## src/pvmc_pkg.sv

```systemverilog
// ----------------------------------------------------------------------------
// pvmc_pkg: shared types and constants for the pressure valve motor controller
// Beat payload structs, register map, position and band codes, thresholds.
// ----------------------------------------------------------------------------
`default_nettype none

package pvmc_pkg;

  // ADC sample width
  localparam int SAMPLE_BITS = 10;
  // signed working width for setpoint-relative compares
  localparam int CMP_W       = SAMPLE_BITS + 2;

  // counter widths
  localparam int OC_W    = 13;
  localparam int TRAV_W  = 18;
  localparam int PULSE_W = 13;

  // configuration port
  localparam int ADDR_W = 5;
  localparam int DATA_W = 32;

  localparam logic [2:0] REG_SETPOINT = 3'd0;
  localparam logic [2:0] REG_OC_LEVEL = 3'd1;
  localparam logic [2:0] REG_OC_TICKS = 3'd2;
  localparam logic [2:0] REG_TRAVEL   = 3'd3;
  localparam logic [2:0] REG_PERIOD   = 3'd4;

  // register reset values
  localparam logic [SAMPLE_BITS-1:0] SETPOINT_RST = SAMPLE_BITS'(50);
  localparam logic [SAMPLE_BITS-1:0] OC_LEVEL_RST = SAMPLE_BITS'(200);
  localparam logic [OC_W-1:0]        OC_TICKS_RST = OC_W'(5000);
  localparam logic [TRAV_W-1:0]      TRAVEL_RST   = TRAV_W'(150000);
  localparam logic [PULSE_W-1:0]     PERIOD_RST   = PULSE_W'(5000);

  // PWM off points
  localparam logic [PULSE_W-1:0] OFF_RST  = PULSE_W'(4950);
  localparam logic [PULSE_W-1:0] OFF_NEAR = PULSE_W'(4850);
  localparam logic [PULSE_W-1:0] OFF_FAR  = PULSE_W'(4500);

  // limit switch thresholds
  localparam logic [CMP_W-1:0] SW_AZERO_BELOW = CMP_W'(200);
  localparam logic [CMP_W-1:0] SW_ACT_ABOVE   = CMP_W'(400);
  localparam logic [CMP_W-1:0] SW_ACT_BELOW   = CMP_W'(550);
  localparam logic [CMP_W-1:0] SW_OPEN_ABOVE  = CMP_W'(580);
  localparam logic [CMP_W-1:0] SW_OPEN_MAX    = CMP_W'(800);

  // valve positions
  localparam logic [2:0] POS_NONE  = 3'd0;
  localparam logic [2:0] POS_CLOSE = 3'd1;
  localparam logic [2:0] POS_ACT   = 3'd2;
  localparam logic [2:0] POS_OPEN  = 3'd3;
  localparam logic [2:0] POS_AZERO = 3'd5;

  // pressure bands
  localparam logic [2:0] B_UNSET   = 3'd0;
  localparam logic [2:0] B_NONE    = 3'd1;
  localparam logic [2:0] B_LOW     = 3'd2;
  localparam logic [2:0] B_LOWPWM  = 3'd3;
  localparam logic [2:0] B_MID     = 3'd4;
  localparam logic [2:0] B_HIGHPWM = 3'd5;
  localparam logic [2:0] B_HIGH    = 3'd6;

  // system modes
  localparam logic [1:0] MODE_RUN  = 2'd1;
  localparam logic [1:0] MODE_STOP = 2'd2;

  // timer phases
  localparam logic [1:0] PH_IDLE = 2'd0;
  localparam logic [1:0] PH_RUN  = 2'd1;
  localparam logic [1:0] PH_DONE = 2'd2;

  typedef struct packed {
    logic [SAMPLE_BITS-1:0] pressure;
    logic [SAMPLE_BITS-1:0] switch_level;
    logic [SAMPLE_BITS-1:0] current_level;
    logic [1:0]             sys_mode;
  } in_t;

  typedef struct packed {
    logic       drive_one;
    logic       drive_two;
    logic       confirm_pin;
    logic       auto_zero_request;
    logic [2:0] band;
  } out_t;

  typedef struct packed {
    logic [SAMPLE_BITS-1:0] setpoint;
    logic [SAMPLE_BITS-1:0] oc_level;
    logic [OC_W-1:0]        oc_ticks;
    logic [TRAV_W-1:0]      travel_ticks;
    logic [PULSE_W-1:0]     period;
  } cfg_t;

endpackage

`default_nettype wire

```

## src/pvmc_cfg.sv

```systemverilog
// ----------------------------------------------------------------------------
// pvmc_cfg: configuration register file
// APB-style write and read of the five controller registers.
// ----------------------------------------------------------------------------
`default_nettype none

module pvmc_cfg
  import pvmc_pkg::*;
(
  input  wire logic              clk,
  input  wire logic              rst_n,
  input  wire logic              psel,
  input  wire logic              penable,
  input  wire logic              pwrite,
  input  wire logic [ADDR_W-1:0] paddr,
  input  wire logic [DATA_W-1:0] pwdata,
  output logic      [DATA_W-1:0] prdata,
  output logic                   pready,
  output cfg_t                   cfg
);

  cfg_t       cfg_r;
  logic       wr_en;
  logic [2:0] idx;

  assign pready = 1'b1;
  assign wr_en  = psel & penable & pwrite;
  assign idx    = paddr[4:2];
  assign cfg    = cfg_r;

  // write the addressed register
  always_ff @(posedge clk) begin
    if (!rst_n) begin
      cfg_r.setpoint     <= SETPOINT_RST;
      cfg_r.oc_level     <= OC_LEVEL_RST;
      cfg_r.oc_ticks     <= OC_TICKS_RST;
      cfg_r.travel_ticks <= TRAVEL_RST;
      cfg_r.period       <= PERIOD_RST;
    end else if (wr_en) begin
      unique case (idx)
        REG_SETPOINT: cfg_r.setpoint     <= pwdata[SAMPLE_BITS-1:0];
        REG_OC_LEVEL: cfg_r.oc_level     <= pwdata[SAMPLE_BITS-1:0];
        REG_OC_TICKS: cfg_r.oc_ticks     <= pwdata[OC_W-1:0];
        REG_TRAVEL:   cfg_r.travel_ticks <= pwdata[TRAV_W-1:0];
        REG_PERIOD:   cfg_r.period       <= pwdata[PULSE_W-1:0];
        default: ;
      endcase
    end
  end

  // read back
  always_comb begin
    unique case (idx)
      REG_SETPOINT: prdata = DATA_W'(cfg_r.setpoint);
      REG_OC_LEVEL: prdata = DATA_W'(cfg_r.oc_level);
      REG_OC_TICKS: prdata = DATA_W'(cfg_r.oc_ticks);
      REG_TRAVEL:   prdata = DATA_W'(cfg_r.travel_ticks);
      REG_PERIOD:   prdata = DATA_W'(cfg_r.period);
      default:      prdata = '0;
    endcase
  end

endmodule

`default_nettype wire

```

## src/pvmc_core.sv

```systemverilog
// ----------------------------------------------------------------------------
// pvmc_core: per-tick controller state and update logic
// Limit switch confirm, band classification, stop latches, timers and PWM.
// ----------------------------------------------------------------------------
`default_nettype none

module pvmc_core
  import pvmc_pkg::*;
(
  input  wire logic clk,
  input  wire logic rst_n,
  input  wire logic step,
  input  wire in_t  item,
  input  wire cfg_t cfg,
  output out_t      result
);

  logic [2:0]         conf_r, conf_nxt, cand_r, cand_nxt;
  logic [2:0]         band_r, band_nxt, before_r, before_nxt;
  logic               cstop_r, cstop_nxt, ostop_r, ostop_nxt;
  logic [1:0]         ocph_r, ocph_nxt, trph_r, trph_nxt;
  logic [OC_W-1:0]    occnt_r, occnt_nxt;
  logic [TRAV_W-1:0]  trcnt_r, trcnt_nxt;
  logic               pen_r, pen_nxt;
  logic [PULSE_W-1:0] pcnt_r, pcnt_nxt, poff_r, poff_nxt;
  logic               d1_r, d1_nxt, d2_r, d2_nxt, conf_pin_r, conf_pin_nxt;

  logic [2:0]              cls;
  logic [CMP_W-1:0]        swx;
  logic signed [CMP_W-1:0] ps, ss, s_m5, s_m6, s_p5, s_p6;

  assign swx  = CMP_W'(item.switch_level);
  assign ps   = signed'(CMP_W'(item.pressure));
  assign ss   = signed'(CMP_W'(cfg.setpoint));
  assign s_m5 = ss - CMP_W'(5);
  assign s_m6 = ss - CMP_W'(6);
  assign s_p5 = ss + CMP_W'(5);
  assign s_p6 = ss + CMP_W'(6);

  // classify limit switch level; gaps leave position unchanged
  always_comb begin
    priority if (swx > SW_ACT_ABOVE && swx < SW_ACT_BELOW) cls = POS_ACT;
    else if (swx > SW_OPEN_ABOVE && swx <= SW_OPEN_MAX)     cls = POS_OPEN;
    else if (swx > SW_OPEN_MAX)                             cls = POS_CLOSE;
    else if (swx < SW_AZERO_BELOW)                          cls = POS_AZERO;
    else                                                    cls = POS_NONE;
  end

  // one tick of the control sequence, in program order
  always_comb begin
    conf_nxt     = conf_r;
    cand_nxt     = cand_r;
    band_nxt     = band_r;
    before_nxt   = before_r;
    cstop_nxt    = cstop_r;
    ostop_nxt    = ostop_r;
    ocph_nxt     = ocph_r;
    occnt_nxt    = occnt_r;
    trph_nxt     = trph_r;
    trcnt_nxt    = trcnt_r;
    pen_nxt      = pen_r;
    pcnt_nxt     = pcnt_r;
    poff_nxt     = poff_r;
    d1_nxt       = d1_r;
    d2_nxt       = d2_r;
    conf_pin_nxt = conf_pin_r;

    // confirm position over two agreeing ticks
    if (cls != POS_NONE) begin
      if (cand_r == cls) conf_nxt = cls;
      cand_nxt = cls;
    end

    // band with one-count hysteresis
    if (item.sys_mode == MODE_RUN) begin
      priority if (ps < s_m5) begin
        if (!(band_r == B_LOWPWM && ps == s_m6)) band_nxt = B_LOW;
      end else if (ps < ss) begin
        band_nxt = B_LOWPWM;
      end else if (ps == ss) begin
        band_nxt = B_MID;
      end else if (ps < s_p5) begin
        band_nxt = B_HIGHPWM;
      end else if (ps > s_p5) begin
        if (!(band_r == B_HIGHPWM && ps == s_p6)) band_nxt = B_HIGH;
      end else begin
        // setpoint plus five keeps the band
        band_nxt = band_r;
      end
    end else if (item.sys_mode == MODE_STOP) begin
      band_nxt = B_NONE;
    end

    // band change: clear timers, set or clear stop latches, start travel timer
    if (band_nxt != before_r) begin
      pcnt_nxt  = '0;
      pen_nxt   = 1'b0;
      trph_nxt  = PH_IDLE;
      trcnt_nxt = '0;
      ocph_nxt  = PH_IDLE;
      occnt_nxt = '0;
      unique case (band_nxt)
        B_NONE, B_HIGH: begin
          if (before_r == B_HIGHPWM && conf_nxt == POS_CLOSE) cstop_nxt = 1'b1;
          else begin
            trph_nxt  = PH_RUN;
            ostop_nxt = 1'b0;
          end
        end
        B_LOW: begin
          if (before_r == B_LOWPWM && conf_nxt == POS_OPEN) ostop_nxt = 1'b1;
          else begin
            trph_nxt  = PH_RUN;
            cstop_nxt = 1'b0;
          end
        end
        B_LOWPWM:  cstop_nxt = 1'b0;
        B_HIGHPWM: ostop_nxt = 1'b0;
        default: ;
      endcase
      before_nxt = band_nxt;
    end

    // drive from band
    unique case (band_nxt)
      B_NONE, B_HIGH:      d2_nxt = !cstop_nxt;
      B_LOW:               d1_nxt = !ostop_nxt;
      B_LOWPWM, B_HIGHPWM: pen_nxt = 1'b1;
      default: begin
        d1_nxt = 1'b0;
        d2_nxt = 1'b0;
      end
    endcase

    // sample overcurrent
    if (item.current_level > cfg.oc_level) ocph_nxt = PH_RUN;
    else begin
      ocph_nxt  = PH_IDLE;
      occnt_nxt = '0;
    end

    // overcurrent timer
    if (ocph_nxt == PH_RUN) begin
      occnt_nxt = occnt_nxt + OC_W'(1);
      if (occnt_nxt == cfg.oc_ticks) begin
        d1_nxt    = 1'b0;
        d2_nxt    = 1'b0;
        pcnt_nxt  = '0;
        pen_nxt   = 1'b0;
        trph_nxt  = PH_IDLE;
        trcnt_nxt = '0;
        ocph_nxt  = PH_IDLE;
        occnt_nxt = '0;
        if (band_nxt == B_NONE) begin
          cstop_nxt    = 1'b1;
          conf_pin_nxt = 1'b0;
        end else if (band_nxt == B_LOW) begin
          ostop_nxt    = 1'b1;
          conf_pin_nxt = 1'b1;
        end else if (band_nxt == B_HIGH) begin
          cstop_nxt = 1'b1;
        end
      end
    end
    if (band_nxt == B_HIGH) conf_pin_nxt = 1'b1;

    // travel timeout timer
    if (trph_nxt == PH_RUN) begin
      trcnt_nxt = trcnt_nxt + TRAV_W'(1);
      if (trcnt_nxt < cfg.travel_ticks) begin
        if (band_nxt == B_NONE || band_nxt == B_HIGH) begin
          if (conf_nxt == POS_CLOSE) cstop_nxt = 1'b1;
          if (conf_nxt == POS_ACT)   cstop_nxt = 1'b0;
        end else if (band_nxt == B_LOW) begin
          if (conf_nxt == POS_OPEN) begin
            ostop_nxt    = 1'b1;
            conf_pin_nxt = 1'b1;
          end
          if (conf_nxt == POS_ACT) ostop_nxt = 1'b0;
        end
      end else begin
        trcnt_nxt = '0;
        trph_nxt  = PH_DONE;
        if (band_nxt == B_NONE || band_nxt == B_HIGH) cstop_nxt = 1'b1;
        else if (band_nxt == B_LOW)                   ostop_nxt = 1'b1;
        if (band_nxt == B_NONE) conf_pin_nxt = 1'b0;
      end
    end

    if (item.sys_mode == MODE_STOP && conf_nxt == POS_CLOSE) conf_pin_nxt = 1'b0;

    // slow PWM in the bands next to the setpoint
    if (pen_nxt) begin
      if (band_nxt == B_LOWPWM)       poff_nxt = (ps > s_m6) ? OFF_NEAR : OFF_FAR;
      else if (band_nxt == B_HIGHPWM) poff_nxt = (ps < s_p6) ? OFF_NEAR : OFF_FAR;
      pcnt_nxt = pcnt_nxt + PULSE_W'(1);
      if (pcnt_nxt < poff_nxt) begin
        d1_nxt = 1'b0;
        d2_nxt = 1'b0;
      end else if (pcnt_nxt < cfg.period) begin
        if (band_nxt == B_LOWPWM) begin
          if (!ostop_nxt) begin
            if (conf_nxt == POS_OPEN) begin
              conf_pin_nxt = 1'b1;
              d1_nxt       = 1'b0;
            end else begin
              d1_nxt = 1'b1;
            end
          end else begin
            d1_nxt = 1'b0;
          end
        end else if (band_nxt == B_HIGHPWM) begin
          d2_nxt = !cstop_nxt && conf_nxt != POS_CLOSE;
        end
      end
      if (pcnt_nxt >= cfg.period) pcnt_nxt = '0;
    end
  end

  assign result.drive_one         = d1_nxt;
  assign result.drive_two         = d2_nxt;
  assign result.confirm_pin       = conf_pin_nxt;
  assign result.auto_zero_request = (conf_nxt == POS_AZERO);
  assign result.band              = band_nxt;

  // commit state on each processed beat
  always_ff @(posedge clk) begin
    if (!rst_n) begin
      conf_r     <= POS_NONE;
      cand_r     <= POS_NONE;
      band_r     <= B_UNSET;
      before_r   <= B_UNSET;
      cstop_r    <= 1'b0;
      ostop_r    <= 1'b0;
      ocph_r     <= PH_IDLE;
      occnt_r    <= '0;
      trph_r     <= PH_IDLE;
      trcnt_r    <= '0;
      pen_r      <= 1'b0;
      pcnt_r     <= '0;
      poff_r     <= OFF_RST;
      d1_r       <= 1'b0;
      d2_r       <= 1'b0;
      conf_pin_r <= 1'b0;
    end else if (step) begin
      conf_r     <= conf_nxt;
      cand_r     <= cand_nxt;
      band_r     <= band_nxt;
      before_r   <= before_nxt;
      cstop_r    <= cstop_nxt;
      ostop_r    <= ostop_nxt;
      ocph_r     <= ocph_nxt;
      occnt_r    <= occnt_nxt;
      trph_r     <= trph_nxt;
      trcnt_r    <= trcnt_nxt;
      pen_r      <= pen_nxt;
      pcnt_r     <= pcnt_nxt;
      poff_r     <= poff_nxt;
      d1_r       <= d1_nxt;
      d2_r       <= d2_nxt;
      conf_pin_r <= conf_pin_nxt;
    end
  end

endmodule

`default_nettype wire

```

## src/pressure_valve_motor_controller.sv

```systemverilog
// A beat passes the input register and core, then the result register.
// Throughput: 1 tick per cycle; the input register and result register
// let a new beat enter every cycle while the output is taken.
// The per-tick state update is one combinational pass in pvmc_core.
// Reset (rst_n low, synchronous) empties both registers, clears the
// controller state and restores the configuration register defaults.
// ----------------------------------------------------------------------------
// pressure_valve_motor_controller: valve motor drive from pressure ticks
// Input register, single-pass controller core, result register, APB config.
// ----------------------------------------------------------------------------
`default_nettype none

module pressure_valve_motor_controller
  import pvmc_pkg::*;
(
  input  wire logic              clk,
  input  wire logic              rst_n,
  input  wire logic              in_valid,
  output logic                   in_ready,
  input  wire in_t               in_data,
  output logic                   out_valid,
  input  wire logic              out_ready,
  output out_t                   out_data,
  input  wire logic              psel,
  input  wire logic              penable,
  input  wire logic              pwrite,
  input  wire logic [ADDR_W-1:0] paddr,
  input  wire logic [DATA_W-1:0] pwdata,
  output logic      [DATA_W-1:0] prdata,
  output logic                   pready
);

  cfg_t cfg;
  in_t  stage_r;
  logic stage_v_r;
  out_t out_r;
  logic out_v_r;
  logic advance;
  out_t result;

  pvmc_cfg u_cfg (
    .clk     (clk),
    .rst_n   (rst_n),
    .psel    (psel),
    .penable (penable),
    .pwrite  (pwrite),
    .paddr   (paddr),
    .pwdata  (pwdata),
    .prdata  (prdata),
    .pready  (pready),
    .cfg     (cfg)
  );

  pvmc_core u_core (
    .clk    (clk),
    .rst_n  (rst_n),
    .step   (advance),
    .item   (stage_r),
    .cfg    (cfg),
    .result (result)
  );

  // move a beat from input register to result register when there is room
  assign advance   = stage_v_r && (!out_v_r || out_ready);
  assign in_ready  = !stage_v_r || advance;
  assign out_valid = out_v_r;
  assign out_data  = out_r;

  // input register
  always_ff @(posedge clk) begin
    if (!rst_n) begin
      stage_v_r <= 1'b0;
    end else if (in_ready) begin
      stage_v_r <= in_valid;
    end
  end

  always_ff @(posedge clk) begin
    if (in_ready && in_valid) begin
      stage_r <= in_data;
    end
  end

  // result register: load on advance, drop on take
  always_ff @(posedge clk) begin
    if (!rst_n) begin
      out_v_r <= 1'b0;
    end else if (advance) begin
      out_v_r <= 1'b1;
    end else if (out_ready) begin
      out_v_r <= 1'b0;
    end
  end

  always_ff @(posedge clk) begin
    if (advance) begin
      out_r <= result;
    end
  end

endmodule

`default_nettype wire

```

## config.mk

```make
export PLATFORM = sky130hd
export DESIGN_NAME = pressure_valve_motor_controller
export DESIGN_NICKNAME = d
export VERILOG_FILES = /design/src/pvmc_pkg.sv /design/src/pvmc_cfg.sv /design/src/pvmc_core.sv /design/src/pressure_valve_motor_controller.sv
export SDC_FILE = /design/constraint.sdc
export NUM_CORES = 1
export LEC_CHECK = 0
export BUFFER_PORTS_ARGS = -buffer_cell sky130_fd_sc_hd__clkbuf_2
export CAP_MARGIN = 20
export CORE_MARGIN = 2
export CORE_UTILIZATION = 30
export DETAILED_ROUTE_END_ITERATION = 8
export GPL_ROUTABILITY_DRIVEN = 0
export HOLD_SLACK_MARGIN = 0.03
export PLACE_DENSITY = 0.44
export SETUP_SLACK_MARGIN = 0.5
export SLEW_MARGIN = 40
export SYNTH_ARGS = -nofsm -noshare
export SYNTH_HDL_FRONTEND = slang
export SYNTH_SLANG_ARGS = --single-unit
```

## constraint.sdc

```tcl
create_clock -name clk -period 19 [get_ports clk]
set_input_delay 2.85 -clock clk [delete_from_list [all_inputs] [get_ports clk]]
set_output_delay 2.85 -clock clk [all_outputs]
set_load 0.02 [all_outputs]
```

Yosys cells after proc, flatten, opt, wreduce, memory -nomap -nowiden

Index checks and enable logic that the tools add are counted.

Flip-flop bits (word level): 182
Bits in latches: 0
Bits in writable memories: 0
Bits in read-only memories: 0
Input bits: 76
Output and inout bits: 42
Memories kept: 0

$add $sub $neg: 7
Multiply operators: 0
Div/mod/pow operators: 0
$lt $le $gt $ge: 17
Equal/unequal tests: 28
Shifts and indexed selects: 0
Multiplexer cells: 116
Bitwise gates (word level): 2
Reductions and logical operators: 33

Operator list:

| kind                  | number |
|---|---|
| $mux 13               | 12 |
| $mux 18               | 5 |
| $pmux 18 s5           | 1 |
| $mux 1                | 71 |
| $mux 3                | 15 |
| $lt 11x12->1          | 3 |
| $add 13x1->13 const B | 2 |
| $lt 13x13->1          | 2 |
| $eq 11x12->1          | 2 |
| $eq 3x2->1 const B    | 8 |
| $gt 11x12->1          | 2 |
| $add 10x3->11 const B | 2 |
| $sub 10x3->11 const B | 2 |
| $gt 10x10->1 const B  | 2 |
| $mux 10               | 2 |
| $add 18x1->18 const B | 1 |
| $eq 3x3->1 const B    | 6 |
| $lt 18x18->1          | 1 |
| $reduce_and 2->1      | 8 |
| $eq 13x13->1          | 1 |
| $ge 13x13->1          | 1 |
| $eq 10x10->1          | 1 |
| $gt 10x10->1          | 1 |
| $gt 10x9->1 const B   | 1 |
| 25 further kinds      | 51 |

Logic depth before layout (Yosys ltp)

Depth in word-level cells: 31
Depth in mapped cells: 47
Gate-level depth less buffers: 46

Hierarchy

Synthesis repeated with hierarchy kept, for this count alone.

Cells, all modules: 1,503
Area, all modules: 13,090.1 um2

By module, submodules not included:

| module                          | instances | cells each | area each (um2) | sequential area each (um2) |
|---|---|---|---|---|
| pvmc_core                       | 1         | 1,116      | 8,617.0         | 1,541.5 |
| pvmc_cfg                        | 1         | 339        | 3,198.1         | 1,281.2 |
| pressure_valve_motor_controller | 1         | 48         | 1,275.0         | 1,211.2 |

Least setup slack after synthesis

No wires, ideal clock.

Path kind: reg-to-reg
From: register u_cfg.cfg_r, in the netlist u_cfg.cfg[56]
To: register u_core.pcnt_r[7]
Arrival time: 9.501 ns
Setup slack: 9.440 ns
Stages on the path, launching flop included: 45
Path buffers: 3
Clock period less this slack: 9.560 ns
Cells stage by stage: dfxtp_1 ha_1 or3_1 or3_1 or3_1 a41oi_1 xnor2_1 ha_1 a21oi_1 nand2_1 a311oi_1 a21oi_1 a22oi_4 xnor2_2 nor3_4 and2_1 ha_1 and3_1 [... 9 more ...] buf_2 and3_1 ha_1 clkbuf_1 xnor2_1 ha_1 o21a_1 o21a_1 o21ai_0 a21oi_1 o31ai_1 a21boi_0 o211ai_1 nand2_1 or4_1 nor2_1 buf_2 a22o_1

Longest elaborated chain between the ends: 21
Elaborated cells between the ends (all ways): 40
Classes of those cells: add/sub (6); order compare (5); eq/ne (7); mux (19); reduce/logical (3)

Ends and longest elaborated chain:

| what                                                                 | RTL line         | RTL |
|---|---|---|
| from (decl)                                                          | pvmc_cfg.sv:22   | `cfg_t cfg_r;` |
| parallel branches: the longest is 8 deep, another holds $gt 11x12->1 | --               |  |
| $mux 3 (*)                                                           | pvmc_core.sv:76  | `priority if (ps < s_m5) begin` |
| $mux 3 (*)                                                           | pvmc_core.sv:75  | `if (item.sys_mode == MODE_RUN) begin` |
| $ne 3x3->1                                                           | pvmc_core.sv:95  | `if (band_nxt != before_r) begin` |
| $mux 13                                                              | pvmc_core.sv:95  |  |
| $mux 13                                                              | pvmc_core.sv:136 | `if (item.current_level > cfg.oc_level) ocph_nxt = PH_RUN;` |
| $add 13x1->13                                                        | pvmc_core.sv:144 | `occnt_nxt = occnt_nxt + OC_W'(1);` |
| $eq 13x13->1                                                         | pvmc_core.sv:145 | `if (occnt_nxt == cfg.oc_ticks) begin` |
| $mux 13                                                              | pvmc_core.sv:145 |  |
| $mux 13                                                              | pvmc_core.sv:143 | `if (ocph_nxt == PH_RUN) begin` |
| $add 13x1->13                                                        | pvmc_core.sv:196 | `pcnt_nxt = pcnt_nxt + PULSE_W'(1);` |
| $ge 13x13->1                                                         | pvmc_core.sv:216 | `if (pcnt_nxt >= cfg.period) pcnt_nxt = '0;` |
| $mux 13                                                              | pvmc_core.sv:216 |  |
| $mux 13 (*)                                                          | pvmc_core.sv:193 | `if (pen_nxt) begin` |
| to (signal assigned)                                                 | pvmc_core.sv:257 | `pcnt_r <= pcnt_nxt;` |
| to (decl)                                                            | pvmc_core.sv:25  | `logic [PULSE_W-1:0] pcnt_r, pcnt_nxt, poff_r, poff_nxt;` |

Every way passes the cells marked *.
A chain may end at the register's enable or synchronous reset.

Final worst setup path

From: register u_cfg.cfg_r, in the netlist u_cfg.cfg[55]
To: register u_core.pcnt_r[6]

Same word-level chain as after synthesis.

==> run_results.csv <==
group,metric,value,unit
run_status,outcome,"complete, no violations",
synthesis,yosys_warnings,0,
timing,setup_viol,0,
die,ios,118,
timing,final_hold_viol_count,0,
clocking,cts_max_path_buffers,2,
synthesis,netlist_area,12400,um2
timing,slew_viol_final,0,
timing,post-route-min-period,11990,ps
global_routing,grt_pass1_wl,63.6,mm
critical_path,worst_ep_required_time,19400,ps
timing,clock_skew,13.6,ps
global_routing,grt_pass1_vias,10900,
layout,mostFrequentLayoutCells,"167 x nand2_1, 143 x dfxtp_1, 139 x nor2_1, 110 x ha_1, 93 x a21oi_1",
min_path,min-delay-path-class,"reg2reg",
clocking,ctsResizeCount,0,
die,die_area,43100,um2
layout,layout_commonest_cell,"nand2_1",
routing,drtIter0Drc,722,
clocking,cts-root-buf,"clkbuf_16",
global_routing,grt_use_met3,0.0310,
power_and_ir_drop,peakVddDrop,59.5,uV
critical_path,crit_arrival,12390,ps
routing,routed_wirelength,40.3,mm
placed_design,dp_slack,6870,ps
routing,drc,0,
critical_path,end_kind,"flop",
synthesis,netlist_instances,1502,
global_routing,top_usage_layer,"met2",
placed_design,dp.final_hpwl,30.2,mm
timing,finalSetupTns,0,ps
layout,drive_above_1_share,0.114,
timing,tightest_slew,824,ps
routing,avgViaCountPerCell,5.28,
timing,max_freq,83.4,MHz
global_routing,use_met2,0.298,
power_and_ir_drop,power.static_leakage,5.52,nW
synthesis,async_reset_ff_frac,0,
synthesis,synth_edf_count,39,
die,initial_core_util,0.304,
layout,nNetsFinal,1741,
power_and_ir_drop,power.density,66.0,nW/um2
critical_path,critPathMaxFanout,12,
clocking,htree_levels,4,
critical_path,path_buf_inv,1,
global_routing,grt_use_met1,0.262,
critical_path,critPathMaxStageDelay,680,ps
global_routing,grt_start_max_net_pins,73,
placed_design,io_buffers,86,
critical_path,cp_common_cell,"ha_1",
clocking,post_cts_buffers,0,
die,die_y,208,um
placed_design,dp_cells,2067,
timing,rsz0062_at_grt,"false",
die,die_x,208,um
routing,wl_per_cell,19.2,um
routing,ant_nets,0,
global_routing,grt_antenna_before_repair,0,
clocking,cts_buffers,17,
routing,vias,11100,
critical_path,criticalPathCategory,"reg2reg",
die,core_area,40900,um2
global_routing,grt_usage,0.188,
clocking,path_clk_slew,70,ps
clocking,cts_hold_buf,0,
critical_path,worst_path_max_delay_cell,"o311ai_1",
die,num_rows,74,
timing,finalCritPeriodShare,0.631,
layout,fin_cells,2100,
timing,postLayoutSetupSlackWorst,7010,ps
timing,slew_headroom,0.445,
clocking,clock_latency,460,ps
synthesis,synth-seq-cells,182,
layout,syn_to_final_growth,12.2,%
synthesis,ys_seq_area_frac,0.324,
synthesis,syn_area_per_cell,8.28,um2
critical_path,cp-start-kind,"flop",
layout,antennaDiodeCount,0,
critical_path,timing.critical_path.max_delay_family,"simple AND/OR/NAND/NOR gates",
clocking,cts.sinks,182,
routing,drt_pass1_iterations,5,
global_routing,grt_overflow,0,
clocking,tritoncts,"built",
synthesis,synth_cell_types,85,
run,max_cap_viol_count,0,
synthesis,synthFlopType,"dfxtp_1",
==> final timing paths <==
| kind | from | to | slack [ps] | cells after the start |
|---|---|---|---|---|
| worst min-delay path | u_core.poff_r[12] | u_core.poff_r[12] | 450 | 1 |
| worst max register to register | u_cfg.cfg[55] | u_core.pcnt_r[6] | 7010 | 40 |
| worst min register to register | u_core.poff_r[12] | u_core.poff_r[12] | 450 | 1 |
| worst max-delay path | u_cfg.cfg[55] | u_core.pcnt_r[6] | 7010 | 40 |
==> per-stage QoR <==
| step | cell area [um2] | hold slack, ps | power [W] | utilization |
|---|---|---|---|---|
| 2_1_floorplan | 12500 | 412 | 0.000514 | - |
| 3_3_place_gp | 13300 | 433 | 0.000564 | 0.326 |
| 3_5_place_dp | 13300 | 439 | 0.000564 | 0.326 |
| 4_1_cts | 13900 | 459 | 0.000933 | 0.340 |
| 5_1_grt | 14000 | 479 | 0.000966 | 0.341 |
| 6_report | 14000 | 451 | 0.000922 | 0.341 |
==> Yosys cell counts, types with 7 or more instances <==
| library cell | n | area [um2] |
|---|---|---|
| nor4_1 | 15 | 93.8 |
| nand2b_1 | 18 | 113 |
| ha_1 | 110 | 1380 |
| and2_1 | 25 | 156 |
| a31oi_1 | 14 | 87.6 |
| nor3_1 | 26 | 130 |
| a21oi_1 | 93 | 465 |
| a21o_1 | 26 | 195 |
| edfxtp_1 | 39 | 1170 |
| o31ai_1 | 7 | 52.6 |
| and4_1 | 7 | 61.3 |
| o22ai_1 | 12 | 75.1 |
| o21a_1 | 13 | 97.6 |
| xnor2_1 | 54 | 473 |
| dfxtp_1 | 143 | 2860 |
| nand4_1 | 24 | 150 |
| inv_1 | 77 | 289 |
| a211oi_1 | 16 | 120 |
| buf_2 | 16 | 80.1 |
| nor2_1 | 141 | 529 |
| nand2_1 | 167 | 627 |
| clkbuf_1 | 44 | 165 |
| xor2_1 | 23 | 201 |
| o21ai_0 | 58 | 290 |
| nand3_1 | 61 | 305 |
| and3_1 | 18 | 113 |
| a22oi_1 | 24 | 180 |
| mux2_2 | 12 | 135 |
| mux2i_1 | 14 | 140 |
| o2111ai_1 | 8 | 70.1 |
| a22o_1 | 23 | 201 |
| or3_1 | 9 | 56.3 |
| nor2b_1 | 16 | 100 |
| o211ai_1 | 33 | 248 |
| buf_4 | 16 | 120 |
==> worst register-to-register path, delay by kind of cell (launching register included) <==
family / cells / cell delay [ps]
AND/OR/NAND/NOR: 15 / 4970
AO/OA/AOI/OAI: 17 / 4150
adder cells (fa/ha/maj): 5 / 1560
flip-flops: 1 / 530
XOR/XNOR: 2 / 490
buffers and inverters: 1 / 210
==> power breakdown <==
part | internal [W] | switching (W)
combinational | 0.0000462 | 0.0000966
sequential | 0.000405 | 0.0000105
clock | 0.000195 | 0.000169
==> sequential cells by signal, indices dropped and copies added (netlist names), 7 cells and up <==
register	count
u_core.occnt_r	13
u_core.poff_r	13
stage_r	32
u_core.pcnt_r	13
out_data	7
u_cfg.cfg	64
u_core.trcnt_r	18
==> cell type report <==
type	instances	area [um2]
fillers	4329	27000
multi-input cells	1172	7810
flip-flops and latches	182	4030
well taps	532	666
repair buffers	102	562
clock buffers	21	472
inverters	80	300
clock inverters	11	113
==> metal layers <==
| layer | share of wire | vias up |
|---|---|---|
| li1 | - | 5509 |
| met1 | 0.49 | 5275 |
| met2 | 0.45 | 268 |
| met3 | 0.046 | 36 |
| met4 | 0.017 | 0 |
| met5 | 0 | - |
==> kinds of logic (layout without fill, tap and decap cells) <==
family	count (synthesis)	count (layout)	synth area share
fa+ha+maj	110	110	0.111
compound gates	382	382	0.211
xor+xnor	78	78	0.0555
other cells	2	15	0.000604
mux	26	26	0.0221
flops	182	182	0.324
buf+inv	161	214	0.0556
simple gates	561	561	0.220
Power figures use the tool's default switching activity.
